$ cat config.mk
export PLATFORM = sky130hd
export DESIGN_NAME = scaled_decimal_to_ascii_unit
export DESIGN_NICKNAME = d
export VERILOG_FILES = /design/src/sv/sda_pkg.sv /design/src/sv/sda_dabble.sv /design/src/sv/sda_emit.sv /design/src/sv/scaled_decimal_to_ascii_unit.sv
export SDC_FILE = /design/constraint.sdc
export NUM_CORES = 1
export LEC_CHECK = 0
export BUFFER_PORTS_ARGS = -buffer_cell sky130_fd_sc_hd__buf_2
export CORE_MARGIN = 8
export CORE_UTILIZATION = 65
export DETAILED_ROUTE_END_ITERATION = 8
export GPL_TIMING_DRIVEN = 0
export PLACE_DENSITY = 0.85
export SLEW_MARGIN = 40
export SYNTH_ARGS = -nofsm -noshare
export SYNTH_HDL_FRONTEND = slang
export SYNTH_SLANG_ARGS = --single-unit
export TNS_END_PERCENT = 100
$ cat constraint.sdc
create_clock -name clk -period 9.85 [get_ports clk]
set_input_delay 1.4775 -clock clk [delete_from_list [all_inputs] [get_ports clk]]
set_output_delay 1.4775 -clock clk [all_outputs]
set_load 0.01 [all_outputs]
$ cat src/sv/sda_pkg.sv
`timescale 1ns / 1ps

package sda_pkg;

  // field widths
  localparam int VAL_W  = 32;
  localparam int CHAR_W = 8;
  localparam int FRAC_W = 4;
  localparam int DIG_N  = 10;
  localparam int BCD_W  = 4 * DIG_N;
  localparam int CNT_W  = 5;

  // largest usable fraction digit count
  localparam logic [FRAC_W-1:0] FRAC_MAX = 4'd9;

  // character codes
  localparam logic [CHAR_W-1:0] CHAR_ZERO  = 8'h30;
  localparam logic [CHAR_W-1:0] CHAR_MINUS = 8'h2D;
  localparam logic [CHAR_W-1:0] CHAR_POINT = 8'h2E;

  typedef logic [3:0] digit_t;

  // per-request facts handed from the front end to the character sequencer
  typedef struct packed {
    logic              neg;
    logic              zero;
    logic [FRAC_W-1:0] frac;
  } job_t;

endpackage

$ cat src/sv/sda_dabble.sv
`timescale 1ns / 1ps

// bit-serial binary to bcd, one input bit per cycle (shift and add-3)
module sda_dabble (
  input  logic                       clk,
  input  logic                       rst_n,
  input  logic                       load,
  input  logic [sda_pkg::VAL_W-1:0]  mag,
  output logic                       done,
  output logic [sda_pkg::BCD_W-1:0]  bcd
);

  logic [sda_pkg::VAL_W-1:0] bin_r;
  logic [sda_pkg::BCD_W-1:0] bcd_r;
  logic [sda_pkg::CNT_W-1:0] cnt_r;
  logic                      run_r;
  logic                      done_r;
  logic [sda_pkg::BCD_W-1:0] adj;

  // add 3 to every digit of 5 or more before the shift
  always_comb begin
    for (int i = 0; i < sda_pkg::DIG_N; i++) begin
      if (bcd_r[4*i +: 4] >= 4'd5) begin
        adj[4*i +: 4] = bcd_r[4*i +: 4] + 4'd3;
      end else begin
        adj[4*i +: 4] = bcd_r[4*i +: 4];
      end
    end
  end

  // control
  always_ff @(posedge clk) begin
    if (!rst_n) begin
      run_r  <= 1'b0;
      done_r <= 1'b0;
      cnt_r  <= '0;
    end else begin
      done_r <= 1'b0;
      if (load) begin
        run_r <= 1'b1;
        cnt_r <= '0;
      end else if (run_r) begin
        cnt_r <= cnt_r + 1'b1;
        if (cnt_r == {sda_pkg::CNT_W{1'b1}}) begin
          run_r  <= 1'b0;
          done_r <= 1'b1;
        end
      end
    end
  end

  // shift path
  always_ff @(posedge clk) begin
    if (load) begin
      bin_r <= mag;
      bcd_r <= '0;
    end else if (run_r) begin
      bin_r <= {bin_r[sda_pkg::VAL_W-2:0], 1'b0};
      bcd_r <= {adj[sda_pkg::BCD_W-2:0], bin_r[sda_pkg::VAL_W-1]};
    end
  end

  assign done = done_r;
  assign bcd  = bcd_r;

endmodule

$ cat src/sv/sda_emit.sv
`timescale 1ns / 1ps

// character sequencer: sign, leading "0.", digits with the point inserted
module sda_emit (
  input  logic                        clk,
  input  logic                        rst_n,
  input  logic                        go,
  input  logic [sda_pkg::BCD_W-1:0]   bcd,
  input  sda_pkg::job_t               job,
  output logic                        strobe,
  output logic [sda_pkg::CHAR_W-1:0]  char_code,
  output logic                        last
);

  typedef enum logic [2:0] {
    S_IDLE, S_SCAN, S_SIGN, S_LEAD0, S_LEADPT, S_DIGIT, S_POINT
  } state_t;

  state_t                       state_r, state_nxt;
  logic [3:0]                   pos_r, pos_nxt;
  logic                         prefix_r, prefix_nxt;
  logic                         strobe_r, strobe_nxt;
  logic [sda_pkg::CHAR_W-1:0]   char_r, char_nxt;
  logic                         last_r, last_nxt;
  sda_pkg::digit_t              dig_r [sda_pkg::DIG_N];
  logic [3:0]                   nd;
  logic                         below;

  // capture converted digits
  always_ff @(posedge clk) begin
    if (go) begin
      for (int i = 0; i < sda_pkg::DIG_N; i++) begin
        dig_r[i] <= bcd[4*i +: 4];
      end
    end
  end

  // count of significant digits
  always_comb begin
    nd = '0;
    for (int i = 0; i < sda_pkg::DIG_N; i++) begin
      if (dig_r[i] != 4'd0) begin
        nd = 4'(i + 1);
      end
    end
  end

  assign below = (nd <= job.frac);

  // next state and next output
  always_comb begin
    state_nxt  = state_r;
    pos_nxt    = pos_r;
    prefix_nxt = prefix_r;
    strobe_nxt = 1'b0;
    char_nxt   = char_r;
    last_nxt   = 1'b0;
    case (state_r)
      S_IDLE: begin
        if (go) begin
          state_nxt = S_SCAN;
        end
      end
      S_SCAN: begin
        prefix_nxt = below;
        if (job.zero) begin
          pos_nxt = '0;
        end else if (below) begin
          pos_nxt = job.frac - 4'd1;
        end else begin
          pos_nxt = nd - 4'd1;
        end
        if (job.neg) begin
          state_nxt = S_SIGN;
        end else if (below) begin
          state_nxt = S_LEAD0;
        end else begin
          state_nxt = S_DIGIT;
        end
      end
      S_SIGN: begin
        strobe_nxt = 1'b1;
        char_nxt   = sda_pkg::CHAR_MINUS;
        state_nxt  = prefix_r ? S_LEAD0 : S_DIGIT;
      end
      S_LEAD0: begin
        strobe_nxt = 1'b1;
        char_nxt   = sda_pkg::CHAR_ZERO;
        state_nxt  = S_LEADPT;
      end
      S_LEADPT: begin
        strobe_nxt = 1'b1;
        char_nxt   = sda_pkg::CHAR_POINT;
        state_nxt  = S_DIGIT;
      end
      S_DIGIT: begin
        strobe_nxt = 1'b1;
        char_nxt   = sda_pkg::CHAR_ZERO + {4'd0, dig_r[pos_r]};
        if (!prefix_r && job.frac != '0 && pos_r == job.frac) begin
          state_nxt = S_POINT;
        end else if (pos_r == '0) begin
          last_nxt  = 1'b1;
          state_nxt = S_IDLE;
        end else begin
          pos_nxt = pos_r - 4'd1;
        end
      end
      S_POINT: begin
        strobe_nxt = 1'b1;
        char_nxt   = sda_pkg::CHAR_POINT;
        pos_nxt    = pos_r - 4'd1;
        state_nxt  = S_DIGIT;
      end
      default: begin
        state_nxt = S_IDLE;
      end
    endcase
  end

  // state and registered outputs
  always_ff @(posedge clk) begin
    if (!rst_n) begin
      state_r  <= S_IDLE;
      strobe_r <= 1'b0;
      last_r   <= 1'b0;
      pos_r    <= '0;
      prefix_r <= 1'b0;
      char_r   <= '0;
    end else begin
      state_r  <= state_nxt;
      strobe_r <= strobe_nxt;
      last_r   <= last_nxt;
      pos_r    <= pos_nxt;
      prefix_r <= prefix_nxt;
      char_r   <= char_nxt;
    end
  end

  assign strobe    = strobe_r;
  assign char_code = char_r;
  assign last      = last_r;

endmodule

$ cat src/sv/scaled_decimal_to_ascii_unit.sv
`timescale 1ns / 1ps

// Signed 32-bit value to ASCII decimal text, with a fixed decimal point.
// Request: pulse start with in_value while busy is low; the request is taken
// at that edge and busy stays high until the last character has been shown.
// Results: one character per out_strobe cycle on out_char_code, out_last
// high on the final one. Characters of one request come on back-to-back
// cycles. The receiver cannot stall; every strobe cycle is a taken result.
// Config: cfg_fraction_digits is written when cfg_valid is high (cfg_ready is
// always high); write it only while busy is low. Values above 9 act as 9.
// Reset clears the fraction count to 0, drops busy and all strobes.
// Sequence: bit-serial binary to BCD (one input bit a cycle), then the
// digits are captured and the leading one located, then the output
// register, then 1 to 12 characters, one a cycle.
// A request occupies the block until its last character has been shown.
module scaled_decimal_to_ascii_unit (
  input  logic                        clk,
  input  logic                        rst_n,
  input  logic                        start,
  output logic                        busy,
  input  logic signed [sda_pkg::VAL_W-1:0] in_value,
  output logic                        out_strobe,
  output logic [sda_pkg::CHAR_W-1:0]  out_char_code,
  output logic                        out_last,
  input  logic                        cfg_valid,
  output logic                        cfg_ready,
  input  logic [sda_pkg::FRAC_W-1:0]  cfg_fraction_digits
);

  logic [sda_pkg::FRAC_W-1:0] frac_cfg_r;
  logic                       busy_r;
  sda_pkg::job_t              job_r;
  logic                       accept;
  logic [sda_pkg::VAL_W-1:0]  mag;
  logic                       conv_done;
  logic [sda_pkg::BCD_W-1:0]  conv_bcd;

  assign accept    = start && !busy_r;
  assign cfg_ready = 1'b1;

  // magnitude, most negative value wraps to its unsigned magnitude
  assign mag = in_value[sda_pkg::VAL_W-1] ? (~in_value + 1'b1) : in_value;

  // config register
  always_ff @(posedge clk) begin
    if (!rst_n) begin
      frac_cfg_r <= '0;
    end else if (cfg_valid && cfg_ready) begin
      frac_cfg_r <= cfg_fraction_digits;
    end
  end

  // busy flag
  always_ff @(posedge clk) begin
    if (!rst_n) begin
      busy_r <= 1'b0;
    end else if (accept) begin
      busy_r <= 1'b1;
    end else if (out_strobe && out_last) begin
      busy_r <= 1'b0;
    end
  end

  // request facts held for the sequencer
  always_ff @(posedge clk) begin
    if (accept) begin
      job_r.neg  <= in_value[sda_pkg::VAL_W-1];
      job_r.zero <= (in_value == '0);
      job_r.frac <= (frac_cfg_r > sda_pkg::FRAC_MAX) ? sda_pkg::FRAC_MAX : frac_cfg_r;
    end
  end

  sda_dabble u_dabble (
    .clk   (clk),
    .rst_n (rst_n),
    .load  (accept),
    .mag   (mag),
    .done  (conv_done),
    .bcd   (conv_bcd)
  );

  sda_emit u_emit (
    .clk       (clk),
    .rst_n     (rst_n),
    .go        (conv_done),
    .bcd       (conv_bcd),
    .job       (job_r),
    .strobe    (out_strobe),
    .char_code (out_char_code),
    .last      (out_last)
  );

  assign busy = busy_r;

  // characters only appear while a request is open
  a_strobe_busy: assert property (@(posedge clk) disable iff (!rst_n)
    out_strobe |-> busy_r)
    else $error("character outside a request");

  // characters of one request come without gaps
  a_no_gap: assert property (@(posedge clk) disable iff (!rst_n)
    out_strobe && !out_last |=> out_strobe)
    else $error("gap inside a character run");

  // the last character closes the request
  a_last_frees: assert property (@(posedge clk) disable iff (!rst_n)
    out_strobe && out_last |=> !busy_r && !out_strobe)
    else $error("request not closed after last character");

  // conversion finishes only while a request is open
  a_done_busy: assert property (@(posedge clk) disable iff (!rst_n)
    conv_done |-> busy_r && !out_strobe)
    else $error("conversion done outside a request");

endmodule
==> summary.md, run 1 <==
| Metric | Value |
|---|---|
| Num ports | 52 |
| Core Region | 11,810 µm² |
| Crit path launch type | flip-flop |
| Category of the critical setup timing path | flip-flop to flip-flop |
| Layout Skew | 5.831 ps |
| Overall die height | 125.0 µm |
| Number of diodes added for antenna fixing | 0 |
| Largest net degree at the start of global routing | 42 |
| Flip-flop cell with the highest count after synthesis | sky130_fd_sc_hd__edfxtp_1 |
| Number of cells traversed by the worst register-to-register path | 11 |
| Synth warnings | 0 |
| Accumulated negative setup slack | 0 ps |
| Fraction of synthesized cell area taken by the top area cell type | 0.3031 |
| Category of the worst setup path capture point | flip-flop |
| Number of synthesized flops with an enable pin | 78 |
| Worst path arrival time | 4490 ps |
| Antenna violations before repair | 0 |
| Htree depth | 4 |
| Worst hold slack | 449.6 ps |
| CP max FO | 9 |
| Cells taking the most area after synthesis | sky130_fd_sc_hd__edfxtp_1, sky130_fd_sc_hd__dfxtp_1, sky130_fd_sc_hd__o21ai_0, sky130_fd_sc_hd__xor2_1, sky130_fd_sc_hd__ha_1 |
| CP max stage delay | 710 ps |
| Number of setup violations in the final report | 0 |
| Top cell types by occurrence after synthesis | sky130_fd_sc_hd__nand2_1, sky130_fd_sc_hd__o21ai_0, sky130_fd_sc_hd__edfxtp_1, sky130_fd_sc_hd__dfxtp_1, sky130_fd_sc_hd__nor2_1 |
| Reg2Reg Launch Point | u_emit.dig_r[1][1]$_DFFE_PP_ |
| Final routed DRC violation total | 0 |
| Cell area power density | 174.9 nW/µm² |
| Required time reported for the critical path endpoint | 10,220 ps |
| Max-slew violations | 0 |
| Master cell of the clock root buffer | sky130_fd_sc_hd__clkbuf_16 |
| Count of mapped cells out of synthesis | 785 |
| Port buffer count | 47 |
| Average detailed-routed wire length per instance | 19.11 µm |
| Area growth from synthesis to layout | 14.20% |
| Timing startpoint of the critical path | u_emit.dig_r[1][1]$_DFFE_PP_ |
| Cell chain of the critical path | or4_1 > o211ai_1 > a31oi_1 > o21ai_0 > nand2_1 > ha_1 > and4_1 > a21oi_1 > nand2_1 > a2111oi_0 > o221a_2 |
| Post-synthesis area per instance | 9.845 µm² |
| CTS tree | done |
| Clock power share | 0.474 |
| Switch Pwr | 0.3462 mW |
| Critical Path Slowest Stage Cell | sky130_fd_sc_hd__a21oi_1 |
| Classification of the worst-slack hold path | flip-flop to flip-flop |
| Headroom to the max-slew limit | 0.3891 |
| Fraction of power consumed by combinational cells | 0.075 |
| Row count | 40 |
| Register share of total power | 0.452 |
| Die boundary width | 125.0 µm |
| Count of unique library cells instantiated by Yosys | 57 |
| Inst Count DP | 980 |
| Layout Nets | 920 |
| Wire length of the first global-routing pass | 31,080 µm |
| Netlist area before placement | 7729 µm² |
| Via count of the first global-routing pass | 6,538 |
| Layout cell share with drive strength beyond 1 | 0.1225 |
| Clock edge transition at the registers on the reported setup and hold paths | 60 ps |
| Final Hold Viols | 0 |
| Portion of the clock cycle consumed by the worst path in the final layout | 0.4187 |
| Worst-margin pin slew | 916.3 ps |
| Initial core utilization | 0.6543 |
| Leakage power | 3.268 nW |
| Setup repair after global routing missed its margin | no |
| Max VDD drop | 0.1231 mV |
| Status | finished clean |
| Die ar. | 15,640 µm² |
| Clock Latency Late Sink | 420 ps |
| Switching fraction of total power | 0.2242 |
| Cell accounting for the most synthesized area | sky130_fd_sc_hd__edfxtp_1 |
| Total vias in the final route | 6,388 |
| Count of nets left with antenna violations after detail routing | 0 |
| Share of synthesized registers carrying an async set or reset | 0 |
| Gp weighted congestion | 0.9011 |
| Residual overflow from global routing | 0 |
| Sinks on the clock net | 150 |
| Count of hold buffers inserted by post-cts repair | 0 |
| Maximum clock frequency | 242.4 MHz |
| GRT Overall Usage | 0.2448 |
| Count of state elements after synthesis | 150 |
| Count of routing violations after the opening detailed-route iteration | 642 |
| Most prevalent standard cell on the critical path | sky130_fd_sc_hd__nand2_1 |
| Post-detail-place hpwl | 12,930 µm |
| Minimum setup slack among reg-to-reg paths | 5730 ps |
| Final critical path time including I/O delays and setup | 4125 ps |
| Drt pass-1 iters | 6 |
| Resize count post-CTS | 0 |
| CTS max path bufs | 2 |
| Final std cells w/o fill | 1,012 |
| Reported max-cap violation count | 0 |
| Ratio of routed vias to standard cells | 6.312 |
| Int Power | 1.198 mW |
| Post-CTS repair timing setup buffer count | 0 |
| Routed wire length | 19,340 µm |
| Proportion of synthesized chip area in sequential cells | 0.4896 |
| TritonCTS Buffers | 17 |
-- routing by layer --
metal	track usage	part of all wire	up-vias
met4	0.1454	0.035	0
met3	0.05567	0.073	65
met1	0.2696	0.38	3057
met5	0	0	-
li1	-	-	2951
met2	0.4257	0.51	315
-- metrics by stage --
step / utilization / power [mW] / setup slack, ps / area, µm²
final: 0.7472 / 1.544 / 5725 / 8826
after floorplan: - / 0.7773 / 6087 / 7732
after detailed placement: 0.6907 / 0.8198 / 5787 / 8158
after global placement: 0.6901 / 0.8120 / 5891 / 8152
after global routing: 0.7472 / 1.585 / 5537 / 8826
after CTS: 0.7470 / 1.544 / 5881 / 8823
-- worst max-delay path, delay by kind of cell, from the launching register on --
kind	cells	cell delay (ps)
AND/OR/NAND/NOR	4	1060
flip-flops	1	430
AO/OA/AOI/OAI	6	2250
adder cells (fa/ha/maj)	1	340
-- power groups by stage --
stage / clock [mW] / sequential, mW / combinational [mW]
6_report: 0.731 / 0.697 / 0.115
5_1_grt: 0.758 / 0.699 / 0.127
4_1_cts: 0.733 / 0.697 / 0.114
3_5_place_dp: 0 / 0.710 / 0.110
3_3_place_gp: 0 / 0.708 / 0.104
2_1_floorplan: 0 / 0.706 / 0.0714
-- state kept, by name, summed over array words and instances (netlist names), named ones only --
register          cells
u_dabble.bin_r       32
u_emit.state_r        3
u_emit.dig_r         40
u_dabble.cnt_r        5
u_emit.pos_r          4
u_emit.char_code      6
u_dabble.done         1
frac_cfg_r            4
u_emit.last           1
u_emit.strobe         1
job_r                 6
busy                  1
u_dabble.run_r        1
u_dabble.bcd         40
u_emit.prefix_r       1
-- logic make-up after synthesis --
logic type               count (synthesis)  synth area share
adder cells (fa/ha/maj)                 28           0.04533
buffers and inverters                   72           0.03756
flip-flops                             150            0.4896
AND/OR/NAND/NOR                        260            0.1651
XOR/XNOR                                55           0.06233
other                                    2         0.0009717
AO/OA/AOI/OAI                          184            0.1420
multiplexers                            34           0.05715
-- worst min-delay path by stage --
stage          slack (ps)                      endpoint  cells past startpoint                           from
2_1_floorplan         430  u_emit.dig_r[9][3]$_DFFE_PP_                      0  u_dabble.bcd[39]$_SDFFE_PP0P_
6_report              450             busy$_SDFFE_PN0P_                      1       u_emit.strobe$_SDFF_PN0_
3_3_place_gp          440             busy$_SDFFE_PN0P_                      1         u_emit.last$_SDFF_PP0_
5_1_grt               480             busy$_SDFFE_PN0P_                      1         u_emit.last$_SDFF_PP0_
4_1_cts               460             busy$_SDFFE_PN0P_                      1       u_emit.strobe$_SDFF_PN0_
3_5_place_dp          440             busy$_SDFFE_PN0P_                      1       u_emit.strobe$_SDFF_PN0_
-- layout make-up --
class	count	area, µm²
Buffer	40	172.7
Clock buffer	22	475.5
Clock inverter	10	190.2
Fill cell	763	2985
Inverter	32	120.1
Multi-Input combinational cell	564	3661
Sequential cell	150	3787
Tap cell	147	183.9
Timing Repair Buffer	47	235.2
-- cell usage in the layout, fill, tap and decap left out, types with 3 or more instances in the layout --
cell	count
sky130_fd_sc_hd__or4_4	3
sky130_fd_sc_hd__buf_4	3
sky130_fd_sc_hd__nor2b_1	14
sky130_fd_sc_hd__buf_2	48
sky130_fd_sc_hd__nand3_1	17
sky130_fd_sc_hd__nand2_1	80
sky130_fd_sc_hd__nor4_1	12
sky130_fd_sc_hd__o21a_1	3
sky130_fd_sc_hd__nand2b_1	15
sky130_fd_sc_hd__and3_1	3
sky130_fd_sc_hd__o31ai_1	7
sky130_fd_sc_hd__dfxtp_1	71
sky130_fd_sc_hd__or4_1	12
sky130_fd_sc_hd__nor3b_1	5
sky130_fd_sc_hd__conb_1	3
sky130_fd_sc_hd__o41ai_1	3
sky130_fd_sc_hd__o21ai_1	4
sky130_fd_sc_hd__and2_1	5
sky130_fd_sc_hd__nand4_1	3
sky130_fd_sc_hd__nor2_1	60
sky130_fd_sc_hd__ha_1	28
sky130_fd_sc_hd__buf_1	4
sky130_fd_sc_hd__a211oi_1	7
sky130_fd_sc_hd__a21oi_1	53
sky130_fd_sc_hd__o21ai_0	81
sky130_fd_sc_hd__edfxtp_1	78
sky130_fd_sc_hd__xnor2_1	12
sky130_fd_sc_hd__xor2_1	43
sky130_fd_sc_hd__clkbuf_1	32
sky130_fd_sc_hd__inv_1	30
sky130_fd_sc_hd__mux4_2	8
sky130_fd_sc_hd__nor3_1	14
sky130_fd_sc_hd__bufinv_16	5
sky130_fd_sc_hd__o211ai_1	5
sky130_fd_sc_hd__or2_2	3
sky130_fd_sc_hd__clkbuf_16	18
sky130_fd_sc_hd__or3_1	10
sky130_fd_sc_hd__mux2i_1	25
Note: power is estimated with default switching activity, not from simulation.
==> run 2, diff against run 1 <==
Settings changed: CORE_UTILIZATION 65 to 61, PLACE_DENSITY 0.85 to 0.8.
Clock period 9.85 ns to 4.15 ns, I/O delays scaled along.
==> run 2 against run 1 <==
Against the previous run: setup slack got worse by 5200 ps; via count decreased by 0.53%; sequential share of layout area increased by 0.21 points.
==> summary.md, run 2 (synthesized netlist as in run 1, its figures left out) <==
| Metric | Value |
|---|---|
| Count of routing violations after the opening detailed-route iteration | 750 |
| Leakage power | 3.239 nW |
| Residual overflow from global routing | 0 |
| Cell area power density | 392.1 nW/µm² |
| Crit path launch type | flip-flop |
| Category of the critical setup timing path | flip-flop to flip-flop |
| Largest net degree at the start of global routing | 42 |
| Clock edge transition at the registers on the reported setup and hold paths | 60 ps |
| Critical Path Slowest Stage Cell | sky130_fd_sc_hd__or4_1 |
| Clock Latency Late Sink | 430 ps |
| GRT Overall Usage | 0.2310 |
| CP max FO | 9 |
| Layout cell share with drive strength beyond 1 | 0.1225 |
| TritonCTS Buffers | 17 |
| Layout Skew | 7.060 ps |
| Design Power | 3.444 mW |
| Hold path startpoint | u_dabble.bcd[39]$_SDFFE_PP0P_ |
| Reg2Reg Launch Point | u_emit.dig_r[4][1]$_DFFE_PP_ |
| Maximum clock frequency | 276.6 MHz |
| Setup repair after global routing missed its margin | no |
| Cell chain of the critical path | or4_1 > a211oi_1 > nor2_1 > o21ai_0 > ha_1 > nor2b_1 > o211ai_1 > a21oi_2 > or4_1 > o211ai_1 > o221a_2 |
| CP max stage delay | 580 ps |
| Sinks on the clock net | 150 |
| Wire length of the first global-routing pass | 30,500 µm |
| Via count of the first global-routing pass | 6,341 |
| Number of cells traversed by the worst register-to-register path | 11 |
| Commonest non-fill, non-tap cells in the layout | sky130_fd_sc_hd__o21ai_0, sky130_fd_sc_hd__nand2_1, sky130_fd_sc_hd__edfxtp_1 |
| Worst path arrival time | 3980 ps |
| CTS tree | done |
| Row count | 41 |
| Portion of the clock cycle consumed by the worst path in the final layout | 0.8711 |
| Layout Nets | 920 |
| Max VDD drop | 0.3059 mV |
| CTS max path bufs | 2 |
| Status | finished clean |
| Routed wire length | 18,600 µm |
| Accumulated negative setup slack | 0 ps |
| Num ports | 52 |
| Area growth from synthesis to layout | 13.65% |
| Ratio of routed vias to standard cells | 6.127 |
| Max-slew violations | 0 |
| Gp weighted congestion | 0.8875 |
| Die boundary width | 128.6 µm |
| Headroom to the max-slew limit | 0.4354 |
| Required time reported for the critical path endpoint | 4520 ps |
| Minimum setup slack among reg-to-reg paths | 540 ps |
| Post-detail-place hpwl | 13,030 µm |
| Antenna violations before repair | 0 |
| Average detailed-routed wire length per instance | 17.94 µm |
| Final critical path time including I/O delays and setup | 3615 ps |
| Classification of the worst-slack hold path | flip-flop to flip-flop |
| Timing startpoint of the critical path | u_emit.dig_r[4][1]$_DFFE_PP_ |
| Category of the worst setup path capture point | flip-flop |
| Master cell of the clock root buffer | sky130_fd_sc_hd__clkbuf_16 |
| Final routed DRC violation total | 0 |
| Most common library cell in the layout ignoring fill and taps | sky130_fd_sc_hd__o21ai_0 |
| Drt pass-1 iters | 8 |
| Fill cell count | 900 |
| Port buffer count | 47 |
| Final Hold Viols | 0 |
| Number of setup violations in the final report | 0 |
| Die ar. | 16,530 µm² |
| Number of diodes added for antenna fixing | 0 |
| Count of nets left with antenna violations after detail routing | 0 |
| Htree depth | 4 |
| Post-CTS repair timing setup buffer count | 0 |
| Worst-margin pin slew | 839.1 ps |
| Core Region | 12,520 µm² |
| Overall die height | 128.6 µm |
| Total vias in the final route | 6,354 |
| Reported max-cap violation count | 0 |
| Initial core utilization | 0.6175 |
## run 2: how the worst min path moves through the flow
stage / endpoint / depth (start not counted) / slack (ps)
finish: u_emit.dig_r[9][3]$_DFFE_PP_ / 0 / 460
global route: frac_cfg_r[3]$_SDFFE_PN0P_ / 3 / 480
CTS: u_emit.dig_r[9][3]$_DFFE_PP_ / 0 / 470
detailed placement: u_emit.dig_r[9][3]$_DFFE_PP_ / 0 / 460
global placement: busy$_SDFFE_PN0P_ / 1 / 440
floorplan: u_emit.dig_r[9][3]$_DFFE_PP_ / 0 / 430
## run 2: worst max-delay path, delay by kind of cell (launching register included)
kind | cells | cell delay (ps)
adders and majority gates | 1 | 290
and+or+nand+nor | 4 | 1400
AOI/OAI and AO/OA | 6 | 1420
DFF | 1 | 440
## run 2: area by class of cell
type	count	area, µm²	area share
Buffer	40	171.4	0.01952
Timing Repair Buffer	47	235.2	0.02678
Sequential cell	150	3787	0.4312
Multi-Input combinational cell	564	3665	0.4172
Tap cell	172	215.2	0.02450
Clock inverter	5	33.78	0.003846
Clock buffer	27	555.5	0.06325
Inverter	32	120.1	0.01368
## run 2: stage by stage
stage	setup slack, ps	hold slack, ps	area (µm²)	instances	util
4_1_cts	454.5	465.6	8780	1037	0.7014
2_1_floorplan	1016	430.8	7732	786	-
5_1_grt	196.3	482.8	8783	1037	0.7017
3_3_place_gp	493.3	441.9	8183	1005	0.6537
6_report	535.1	462.6	8783	1037	0.7017
3_5_place_dp	512.4	457.3	8190	1005	0.6543
## run 2: per-layer routing
layer,wire [µm],vias to the layer above,GRT usage,part of all wire
li1,-,2950,-,-
met1,7717,3054,0.2894,0.41
met2,8973,283,0.3686,0.48
met3,1236,67,0.05296,0.066
met4,678,0,0.1182,0.036
met5,0,-,0,0
## run 2: timing repair
item,4_1_cts,5_1_grt
hold buffers,0,0
endpoints found under the setup margin,0,2
resized for setup,0,1
## run 2: power by group
group | internal, mW | leakage (nW) | switching, mW
clock network | 0.918 | 0.294 | 0.606
logic | 0.0927 | 1.61 | 0.171
registers | 1.63 | 1.33 | 0.0296
total | 2.64 | 3.24 | 0.807
